--- src/pse_pkg.sv ---
package pse_pkg;

    // Stack geometry and word size
    localparam int STACK_DEPTH  = 64;
    localparam int WORD_BITS    = 48;
    localparam int SP_BITS      = $clog2(STACK_DEPTH + 1);
    localparam int ADDR_BITS    = $clog2(STACK_DEPTH);

    // Multiplier digit size and step count
    localparam int MUL_DIGIT    = (WORD_BITS < 16) ? WORD_BITS : 16;
    localparam int MUL_STEPS    = (WORD_BITS + MUL_DIGIT - 1) / MUL_DIGIT;
    localparam int MUL_CNT_BITS = $clog2(MUL_STEPS + 1);

    // Divider iteration counter
    localparam int DIV_CNT_BITS = $clog2(WORD_BITS + 1);

    // Token kinds
    typedef enum logic [2:0] {
        FN_PUSH = 3'd0,
        FN_ADD  = 3'd1,
        FN_SUB  = 3'd2,
        FN_MUL  = 3'd3,
        FN_DIV  = 3'd4
    } func_t;

    // Result status codes
    typedef enum logic [2:0] {
        ST_OK        = 3'd0,
        ST_UNDERFLOW = 3'd1,
        ST_OVERFLOW  = 3'd2,
        ST_DIVZERO   = 3'd3,
        ST_EMPTY     = 3'd4
    } status_t;

    // Source of a new top-of-stack value
    typedef enum logic [2:0] {
        TS_OPERAND = 3'd0,
        TS_ADD     = 3'd1,
        TS_SUB     = 3'd2,
        TS_MUL     = 3'd3,
        TS_DIV     = 3'd4,
        TS_ZERO    = 3'd5
    } tos_src_t;

    // Controller states
    typedef enum logic [2:0] {
        S_IDLE   = 3'd0,
        S_DECODE = 3'd1,
        S_FETCH  = 3'd2,
        S_MUL    = 3'd3,
        S_MULWR  = 3'd4,
        S_DIV    = 3'd5,
        S_FINISH = 3'd6
    } state_t;

    // Commands from controller to datapath
    typedef struct packed {
        logic     tok_load;
        logic     push;
        logic     pop;
        logic     tos_wr;
        tos_src_t tos_src;
        logic     flag_en;
        status_t  flag_code;
        logic     rd_issue;
        logic     mul_start;
        logic     mul_step;
        logic     div_start;
        logic     emit;
    } pse_cmd_t;

    // Status from datapath to controller
    typedef struct packed {
        logic [2:0] func;
        logic       last;
        logic       sp_full;
        logic       sp_lt2;
        logic       tos_zero;
        logic       mul_last;
        logic       div_done;
        logic       out_free;
    } pse_sts_t;

endpackage

--- src/pse_ctrl.sv ---
module pse_ctrl
    import pse_pkg::*;
(
    input  logic     clk,
    input  logic     rst_n,
    input  logic     in_valid,
    output logic     in_ready,
    input  pse_sts_t sts,
    output pse_cmd_t cmd,
    output state_t   state
);

    state_t state_reg, state_next;
    logic   is_op;

    assign is_op = (sts.func == FN_ADD) || (sts.func == FN_SUB) ||
                   (sts.func == FN_MUL) || (sts.func == FN_DIV);

    // Next state
    always_comb
    begin
        state_next = state_reg;
        unique case (state_reg)
            S_IDLE:
                if (in_valid)
                    state_next = S_DECODE;
            S_DECODE:
                state_next = (is_op && !sts.sp_lt2) ? S_FETCH : S_FINISH;
            S_FETCH:
                priority if (sts.func == FN_MUL)
                    state_next = S_MUL;
                else if ((sts.func == FN_DIV) && !sts.tos_zero)
                    state_next = S_DIV;
                else
                    state_next = S_FINISH;
            S_MUL:
                if (sts.mul_last)
                    state_next = S_MULWR;
            S_MULWR:
                state_next = S_FINISH;
            S_DIV:
                if (sts.div_done)
                    state_next = S_FINISH;
            S_FINISH:
                if (!sts.last || sts.out_free)
                    state_next = S_IDLE;
            default:
                state_next = S_IDLE;
        endcase
    end

    // Outputs
    always_comb
    begin
        cmd      = '0;
        in_ready = 1'b0;
        unique case (state_reg)
            S_IDLE:
            begin
                in_ready     = 1'b1;
                cmd.tok_load = in_valid;
            end
            S_DECODE:
            begin
                unique case (sts.func)
                    FN_PUSH:
                        if (sts.sp_full)
                        begin
                            cmd.flag_en   = 1'b1;
                            cmd.flag_code = ST_OVERFLOW;
                        end
                        else
                        begin
                            cmd.push    = 1'b1;
                            cmd.tos_wr  = 1'b1;
                            cmd.tos_src = TS_OPERAND;
                        end
                    FN_ADD, FN_SUB, FN_MUL, FN_DIV:
                        if (sts.sp_lt2)
                        begin
                            cmd.flag_en   = 1'b1;
                            cmd.flag_code = ST_UNDERFLOW;
                        end
                        else
                            cmd.rd_issue = 1'b1;
                    default:
                        cmd.rd_issue = 1'b0;
                endcase
            end
            S_FETCH:
            begin
                unique case (sts.func)
                    FN_ADD:
                    begin
                        cmd.tos_wr  = 1'b1;
                        cmd.tos_src = TS_ADD;
                        cmd.pop     = 1'b1;
                    end
                    FN_SUB:
                    begin
                        cmd.tos_wr  = 1'b1;
                        cmd.tos_src = TS_SUB;
                        cmd.pop     = 1'b1;
                    end
                    FN_MUL:
                        cmd.mul_start = 1'b1;
                    FN_DIV:
                        if (sts.tos_zero)
                        begin
                            cmd.tos_wr    = 1'b1;
                            cmd.tos_src   = TS_ZERO;
                            cmd.pop       = 1'b1;
                            cmd.flag_en   = 1'b1;
                            cmd.flag_code = ST_DIVZERO;
                        end
                        else
                            cmd.div_start = 1'b1;
                    default:
                        cmd.pop = 1'b0;
                endcase
            end
            S_MUL:
                cmd.mul_step = 1'b1;
            S_MULWR:
            begin
                cmd.tos_wr  = 1'b1;
                cmd.tos_src = TS_MUL;
                cmd.pop     = 1'b1;
            end
            S_DIV:
                if (sts.div_done)
                begin
                    cmd.tos_wr  = 1'b1;
                    cmd.tos_src = TS_DIV;
                    cmd.pop     = 1'b1;
                end
            S_FINISH:
                cmd.emit = sts.last && sts.out_free;
            default:
                in_ready = 1'b0;
        endcase
    end

    always_ff @(posedge clk or negedge rst_n)
    begin
        if (!rst_n)
            state_reg <= S_IDLE;
        else
            state_reg <= state_next;
    end

    assign state = state_reg;

endmodule

--- config.mk ---
export PLATFORM = sky130hd
export DESIGN_NAME = pse_ctrl
export DESIGN_NICKNAME = d
export VERILOG_FILES = /design/src/pse_pkg.sv /design/src/pse_ctrl.sv
export SDC_FILE = /design/constraint.sdc
export NUM_CORES = 1
export LEC_CHECK = 0
export BUFFER_PORTS_ARGS = -buffer_cell sky130_fd_sc_hd__buf_2
export CAP_MARGIN = 40
export CORE_AREA = 2 2 39 41
export DETAILED_ROUTE_END_ITERATION = 10
export DIE_AREA = 0 0 41 43
export GPL_TIMING_DRIVEN = 0
export HOLD_SLACK_MARGIN = 0.1
export PLACE_DENSITY_LB_ADDON = 0.12
export RECOVER_POWER = 50
export SYNTH_ARGS = -nofsm -noshare
export SYNTH_HDL_FRONTEND = slang
export SYNTH_SLANG_ARGS = --single-unit
--- constraint.sdc ---
create_clock -name clk -period 2.3 [get_ports clk]
set_clock_uncertainty 0.1 [all_clocks]
set_input_delay 0.46 -clock clk [delete_from_list [all_inputs] [get_ports clk]]
set_output_delay 0.46 -clock clk [all_outputs]
set_load 0.01 [all_outputs]
==> impl_metrics.yaml, run 1 <==
route:
  drc: 0
  vias_per_cell: 5.31
  finalWirelength_um: 1400
  drt_iter0_markers: 15
  first_pass_iters: 4
  vias: 669
  wl_per_cell_um: 11.1
  ant_nets: 0
floorplanning:
  io_pins: 33
  coreArea_mm2: 0.00138
  fp-row-count: 14
  dieWidth_um: 41
  dieArea_mm2: 0.00176
  start_util: 0.355
  die_y_um: 43
global_route:
  grt_max_degree: 11
  grt-ovfl-total: 0
  grt_pass1_wl_um: 1990
  grt.total_usage: 0.162
  antenna_found_initial: 0
  first_global_vias: 481
power:
  clkPwrFrac: 0.131
  p_int_uw: 363
  p_leak_uw: 0.000349
  vdd_drop_max_uv: 533
  power.switching_uw: 364
  swShare: 0.500
  combPwrFrac: 0.707
  power_density_mw_per_mm2: 1030
  share_seq_of_total_power: 0.162
setup_path:
  crit_chain: "buf_2 -> nor2_2 -> xor2_1 -> or4b_4 -> nand3_2 -> buf_2"
  reg2reg_from: "state[0]$_DFFE_PN0P_"
  crit_path_max_incr_delay_ps: 540
  crit_path_max_fanout: 6
  rrSetupSlack_ps: 660
  cp_num_buf_inv: 2
  timing.critical_path.mode_cell: "buf_2"
  crit_path_end_kind: "output port"
  timing.rr.end: "state[2]$_DFFE_PN0P_"
  crit_slowest_cell: "or4b_4"
  critPathKind: "in2out"
  r2r_cells: 5
  cp-start-kind: "primary input"
  required_ps: 1740
  critPathArrivalTime_ps: 1650
  crit_family: "simple AND/OR/NAND/NOR gates"
clocking:
  cts_sinks: 3
  htree_levels: 1
  clockBufferDepth: 2
  clkTransAtPathRegs_ps: 40
  worstSkewPairLatency_ps: 240
  cts_buffers: 3
  cts_tree: "built"
  cts-root-buf: "clkbuf_4"
timing:
  max_freq_mhz: 453
  rsz0062_at_grt: "no"
  drv_slew: 0
  timing.final.crit_share: 0.959
  min_period_ps: 2210
  hold_viol_final: 0
  timing.setup.tns_ps: 0
  finalSetupViolCount: 0
run_status:
  status: "complete, no violations"
logic_synthesis:
  synth_ff_type: "dfrtp_1"
  ys_types: 35
  synthAdderAreaFrac: 0
  synth-xor-area-share: 0.0356
  avgSynthCellArea_um2: 6.64
  synth_area_um2: 492
  synthSimpleGateAreaFrac: 0.501
  netlist_instances: 74
  synth-compound-area-share: 0.239
  synth_top_family_by_area: "simple AND/OR/NAND/NOR gates"
  synth-edff-count: 0
  synth_mux_area_frac: 0
  yosys_warnings: 0
  synth_nets: 87
  ys_ff_latch: 3
  yosysSeqAreaShare: 0.153
  async_reset_ff_frac: 1.00
final_layout:
  antenna_cells: 0
  post-route-cell-area_um2: 706
  largest_register_ffs: 3
  syn_to_final_growth_pct: 43.5
  drive_above_1_share: 0.345
  num-fill-cells: 150
  nNetsFinal: 124
place:
  placed_area_um2: 662
  dpl.hpwl_um: 1030
  port_buffers: 30
  place.gp.congestion: 0.820
min_path:
  hold_class: "in2reg"
  holdPathEnd: "state[0]$_DFFE_PN0P_"
  holdPathStages: 3
  holdCritStartpoint: "in_valid"
flow_run:
  maxCapViolCount: 0
[cell families after synthesis]
logic type	count (synthesis)
AOI/OAI and AO/OA	18
xor gates and xnor gates	2
buffers and inverters	7
DFF	3
other	1
and+or+nand+nor	43
[timing repair]
item                                    in CTS  in global routing
endpoints found under the setup margin       1                  6
gates resized for setup                      0                  3
endpoints found under the hold margin        3                  0
hold buffers                                 1                  0
setup buffers                                0                  2
[Yosys cell counts (2+ instances only)]
cell	instances	area (um2)
nor2_1	13	48.8
nand2b_1	5	31.3
clkbuf_1	4	15.0
nand2_1	4	15.0
nand3_1	4	20.0
o21ai_0	4	20.0
a21oi_1	3	15.0
dfrtp_1	3	75.1
o21a_1	3	22.5
nand3b_1	2	15.0
nor4_1	2	12.5
o21ai_1	2	10.0
o41ai_1	2	17.5
or4b_1	2	20.0
[worst max path at each step]
stage / from / endpoint / depth (start not counted)
finish: sts[8] / cmd[8] / 6
global route: sts[8] / cmd[8] / 6
CTS: state[2]$_DFFE_PN0P_ / cmd[10] / 4
detailed placement: sts[8] / cmd[8] / 6
global placement: sts[8] / cmd[8] / 6
floorplan: state[2]$_DFFE_PN0P_ / cmd[10] / 4
[cell type report]
class	instances	area, um2	area share
sequential	3	76.3	0.108
clock buffer	4	26.3	0.0372
tap	16	20.0	0.0284
multi-input combinational	64	385	0.546
inverter	1	3.75	0.00532
buffer	5	25.0	0.0355
timing repair buffer	33	169	0.239
[routing by layer]
layer  global-route usage  vias up  part of all wire
met4                0.100        0             0.011
li1                     -      339                 -
met2                0.209       43              0.41
met1                0.244      285              0.46
met5                    0        -                 0
met3               0.0157        2              0.12
[placed cells by master (no fill, tap or decap), types with 3 or more instances in the layout]
master,count
buf_4,3
nand2b_1,5
nand2_1,4
nor2_1,13
buf_2,26
clkbuf_1,8
nand3_1,4
clkbuf_4,3
a21oi_1,3
o21a_1,3
o21ai_0,5
[tightest hold or removal path: cells and delay by family]
kind            cells  cell delay [ps]
compound gates      2              170
buf+inv             1              100
[stage by stage]
step / worst slack (ps) / hold WS (ps) / util / instances / power, uW
finish: 93.4 / 433 / 0.510 / 126 / 727
global route: 0.727 / 430 / 0.510 / 126 / 794
CTS: 51.4 / 424 / 0.502 / 124 / 704
detailed placement: 92.1 / 157 / 0.478 / 120 / 609
global placement: 103 / 155 / 0.478 / 120 / 607
floorplan: 294 / 64.4 / - / 74 / 446
[power by group through the flow]
stage | registers (uW) | logic, uW | clock network, uW
6_report | 118 | 514 | 94.9
5_1_grt | 122 | 566 | 106
3_3_place_gp | 104 | 504 | 0
2_1_floorplan | 111 | 335 | 0
4_1_cts | 119 | 489 | 96.0
3_5_place_dp | 104 | 505 | 0
(Power assumes the default switching activity.)
==> run 2: changes to the inputs <==
--- a/config.mk
+++ b/config.mk
@@ -7,9 +7,8 @@
 export LEC_CHECK = 0
 export BUFFER_PORTS_ARGS = -buffer_cell sky130_fd_sc_hd__buf_2
 export CAP_MARGIN = 40
-export CORE_AREA = 2 2 39 41
+export CORE_UTILIZATION = 36
 export DETAILED_ROUTE_END_ITERATION = 10
-export DIE_AREA = 0 0 41 43
 export GPL_TIMING_DRIVEN = 0
 export HOLD_SLACK_MARGIN = 0.1
 export PLACE_DENSITY_LB_ADDON = 0.12
==> constraint.sdc (replaced) <==
create_clock -name clk -period 1.9 [get_ports clk]
set_clock_uncertainty 0.1 [all_clocks]
set_input_delay 0.38 -clock clk [delete_from_list [all_inputs] [get_ports clk]]
set_output_delay 0.38 -clock clk [all_outputs]
set_load 0.01 [all_outputs]
==> run 2 against run 1 <==
Net effect: the flow now finishes with violations (setup timing); hold slack got worse by 99 ps; non-clock buffer count increased by 4; clock power increased by 25%; sequential cell count stayed put; cell count increased by 1.6%; critical endpoint is now cmd[5]; largest cell class unchanged; largest power group unchanged.
==> impl_metrics.yaml, run 2 (same netlist as run 1, synthesis figures left out) <==
run_status:
  status: "complete, but fails checks"
  violations: "setup timing"
route:
  vias_per_cell: 5.37
  vias: 687
  first_pass_iters: 4
  ant_nets: 0
  finalWirelength_um: 1590
  drc: 0
  wl_per_cell_um: 12.4
  drt_iter0_markers: 8
timing:
  fin_ws_ps: -136
  max_freq_mhz: 491
  hold_slack_ps: 333
  drv_slew: 0
  rsz0062_at_grt: "yes"
  timing.final.crit_share: 1.07
  hold_viol_final: 0
  finalSetupViolCount: 4
  min_period_ps: 2040
final_layout:
  final_cell_mix: "buf_2 (30), nor2_1 (10), buf_4 (7), nand2b_4 (4), nand3_1 (4)"
  final_common_cell: "buf_2"
  drive_above_1_share: 0.544
  multi_input_area_um2: 467
  num-fill-cells: 102
  antenna_cells: 0
  final_cells: 128
  nNetsFinal: 128
  area.sequential_um2: 77.6
  largest_register_ffs: 3
  syn_to_final_growth_pct: 72.0
min_path:
  hold_class: "in2reg"
  holdPathStages: 3
setup_path:
  r2r_cells: 5
  crit_path_max_fanout: 5
  critPathArrivalTime_ps: 1560
  critPathKind: "reg2out"
  required_ps: 1420
  crit_path_end_kind: "output port"
  cp-start-kind: "register"
floorplanning:
  start_util: 0.415
  die_y_um: 39.0
  dieWidth_um: 39.0
  coreArea_mm2: 0.00119
  io_pins: 33
  fp-row-count: 12
  dieArea_mm2: 0.00152
place:
  port_buffers: 30
  dpl.hpwl_um: 960
  placed_cells: 118
  place.gp.congestion: 0.803
  dp_worst_setup_slack_ps: -137
power:
  vdd_drop_max_uv: 780
  p_int_uw: 613
  combPwrFrac: 0.776
  swShare: 0.472
  share_seq_of_total_power: 0.121
  clkPwrFrac: 0.103
  power.switching_uw: 548
  power_density_mw_per_mm2: 1370
  p_total_uw: 1160
  p_leak_uw: 0.000420
clocking:
  cts_sinks: 3
  clockBufferDepth: 2
  htree_levels: 1
  cts_buffers: 3
  cts_tree: "built"
  worstSkewPairLatency_ps: 240
  cts-root-buf: "clkbuf_4"
  clkTransAtPathRegs_ps: 40
global_route:
  grt.total_usage: 0.215
  grt_pass1_wl_um: 2180
  grt_max_degree: 11
  antenna_found_initial: 0
  first_global_vias: 520
  grt-ovfl-total: 0
flow_run:
  maxCapViolCount: 0
[run 2: changes by cell type in the layout (fill, tap and decap cells not counted), sizes merged]
cell / change
buf: +11
clkbuf: -7
[run 2: area by class of cell]
| cell class | instances | share of cell area |
|---|---|---|
| multi-input combinational | 64 | 0.552 |
| clock buffer | 4 | 0.0311 |
| sequential | 3 | 0.0917 |
| inverter | 1 | 0.00444 |
| tap | 14 | 0.0207 |
| timing repair buffer | 37 | 0.249 |
| buffer | 5 | 0.0518 |
[run 2: timing repair]
action                     4_1_cts  5_1_grt
setup endpoints to repair       15       12
hold buffers                     1        0
buffers inserted                 5        1
gates resized for setup         11       21
pin swaps                        0        3
hold endpoints to repair         3        0
[run 2: final timing paths]
check | endpoint | startpoint | slack [ps]
max in group asynchronous | state[1]$_DFFE_PN0P_ | rst_n | 1170
min in group asynchronous | state[0]$_DFFE_PN0P_ | rst_n | 370
worst max register to register | state[2]$_DFFE_PN0P_ | state[0]$_DFFE_PN0P_ | 400
worst min register to register | state[0]$_DFFE_PN0P_ | state[0]$_DFFE_PN0P_ | 640
worst min-delay path | state[0]$_DFFE_PN0P_ | in_valid | 330
worst max-delay path | cmd[5] | state[2]$_DFFE_PN0P_ | -140
[run 2: stage by stage]
stage | TNS (ps) | utilization | instance area (um2)
after floorplan | 0 | - | 495
after global placement | -488 | 0.559 | 663
after detailed placement | -490 | 0.559 | 663
after CTS | -588 | 0.656 | 778
after global routing | -697 | 0.713 | 846
final | -402 | 0.713 | 846
[run 2: metal layers]
metal  global-route usage  routed length, um  vias to the layer above  share of wire
li1                     -                  -                      346              -
met1                0.272                702                      301           0.44
met2                0.338                748                       38           0.47
met3               0.0578                131                        2          0.082
met4               0.0862                 10                        0         0.0063
met5                    0                  0                        -              0
[run 2: worst max-delay path: stages (launching register included)]
cell	delay [ps]
dfrtp_2	420
buf_4	160
or4b_4	540
nand2_1	80
buf_2	120
[run 2: power by group through the flow]
stage | Combinational [uW] | Clock (uW) | Sequential [uW]
after global placement | 613 | 0 | 125
after floorplan | 412 | 0 | 134
after detailed placement | 613 | 0 | 125
after CTS | 757 | 120 | 136
after global routing | 977 | 129 | 146
final | 902 | 119 | 141
==> run 3: changes to the inputs <==
--- a/config.mk
+++ b/config.mk
@@ -5,10 +5,11 @@
 export SDC_FILE = /design/constraint.sdc
 export NUM_CORES = 1
 export LEC_CHECK = 0
-export BUFFER_PORTS_ARGS = -buffer_cell sky130_fd_sc_hd__buf_2
 export CAP_MARGIN = 40
-export CORE_UTILIZATION = 36
+export CORE_AREA = 2 2 39 41
 export DETAILED_ROUTE_END_ITERATION = 10
+export DIE_AREA = 0 0 41 43
+export DONT_BUFFER_PORTS = 1
 export GPL_TIMING_DRIVEN = 0
 export HOLD_SLACK_MARGIN = 0.1
 export PLACE_DENSITY_LB_ADDON = 0.12
==> run 3 against run 2 <==
Net effect: the flow still finishes with violations (setup timing); die area up 16%; total power down 6.8%; critical path depth unchanged; largest cell class unchanged; global-route usage down 3.0 points; cell count down 23%; cell area down 13%; maximum frequency down 1.8%; wire length down 3.3%.
==> impl_metrics.yaml, run 3 (same netlist as run 1, synthesis figures left out) <==
run_status:
  status: "complete, but fails checks"
  violations: "setup timing"
final_layout:
  syn_to_final_growth_pct: 48.9
  largest_register_ffs: 3
  antenna_cells: 0
  final_cell_mix: "nor2_1 (8), buf_4 (5), clkbuf_4 (4), o21ai_1 (4)"
  multi_input_area_um2: 497
  area.sequential_um2: 77.6
  nNetsFinal: 97
  final_common_cell: "nor2_1"
  drive_above_1_share: 0.458
  num-fill-cells: 137
clocking:
  cts-root-buf: "clkbuf_4"
  worstSkewPairLatency_ps: 250
  cts_tree: "built"
  cts_sinks: 3
  cts_buffers: 3
  clkTransAtPathRegs_ps: 40
  htree_levels: 1
  clockBufferDepth: 2
timing:
  hold_viol_final: 0
  max_freq_mhz: 482
  timing.setup.tns_ps: -1220
  min_period_ps: 2070
  fin_ws_ps: -174
  finalSetupViolCount: 12
  hold_slack_ps: 227
  drv_slew: 0
  timing.final.crit_share: 1.09
  rsz0062_at_grt: "yes"
global_route:
  grt_max_degree: 11
  grt_pass1_wl_um: 2190
  grt.total_usage: 0.185
  grt-ovfl-total: 0
  first_global_vias: 524
  antenna_found_initial: 0
setup_path:
  crit_path_end_kind: "output port"
  critPathKind: "reg2out"
  critPathArrivalTime_ps: 1590
  crit_chain: "clkbuf_8 -> nand2b_4 -> or4b_4 -> a21oi_4"
  crit_slowest_cell: "or4b_4"
  required_ps: 1420
  crit_path_max_incr_delay_ps: 490
  cp-start-kind: "register"
  cp_num_buf_inv: 1
  crit_family: "simple AND/OR/NAND/NOR gates"
  crit_path_max_fanout: 4
floorplanning:
  io_pins: 33
  dieArea_mm2: 0.00176
  coreArea_mm2: 0.00138
  start_util: 0.355
  fp-row-count: 14
  dieWidth_um: 41
  die_y_um: 43
power:
  vdd_drop_max_uv: 607
  p_leak_uw: 0.000276
  power_density_mw_per_mm2: 1480
route:
  ant_nets: 0
  vias_per_cell: 6.15
  drc: 0
  finalWirelength_um: 1540
  vias: 609
  first_pass_iters: 4
  wl_per_cell_um: 15.6
  drt_iter0_markers: 13
place:
  place.gp.congestion: 0.790
  port_buffers: 0
  dpl.hpwl_um: 1010
min_path:
  hold_class: "in2reg"
flow_run:
  maxCapViolCount: 0
==> run 3: layout make-up <==
type                       instances  share of cell area
buffer                             6              0.0923
timing repair buffer               5              0.0547
multi-input combinational         64               0.679
inverter                           1             0.00513
sequential                         3               0.106
tap                               16              0.0274
clock buffer                       4              0.0359
==> run 3: final timing paths <==
| check | start | endpoint | slack, ps | cells past startpoint |
|---|---|---|---|---|
| setup reg to reg | state[0]$_DFFE_PN0P_ | state[2]$_DFFE_PN0P_ | 230 | 5 |
| setup / recovery | state[2]$_DFFE_PN0P_ | cmd[10] | -170 | 4 |
| hold / removal | in_valid | state[0]$_DFFE_PN0P_ | 230 | 2 |
| max in group asynchronous | rst_n | state[1]$_DFFE_PN0P_ | 1260 | 1 |
| min in group asynchronous | rst_n | state[0]$_DFFE_PN0P_ | 280 | 1 |
| hold reg to reg | state[1]$_DFFE_PN0P_ | state[1]$_DFFE_PN0P_ | 700 | 2 |
==> run 3: stage by stage <==
stage / utilization / power [uW] / cell area, um2 / std cells / worst slack (ps)
floorplan: - / 546 / 495 / 74 / 15.1
global placement: 0.373 / 637 / 515 / 90 / -92.4
detailed placement: 0.373 / 638 / 515 / 90 / -101
CTS: 0.496 / 976 / 687 / 97 / -236
global route: 0.529 / 1160 / 732 / 99 / -213
finish: 0.529 / 1080 / 732 / 99 / -174
==> run 3: where the power goes <==
part           switching, uW  internal (uW)
clock                   40.9           79.1
combinational            431            369
sequential              63.5           99.1
==> run 3: routing by layer <==
metal | part of all wire | track usage
met1 | 0.41 | 0.234
met2 | 0.47 | 0.269
met3 | 0.10 | 0.0524
met4 | 0.016 | 0.100
met5 | 0 | 0
==> run 3: timing repair <==
action / 4_1_cts / 5_1_grt
hold buffers: 1 / 0
resized for setup: 35 / 10
setup endpoints to repair: 15 / 13
endpoints found under the hold margin: 3 / 0
setup buffers: 2 / 2
pin swaps: 5 / 4
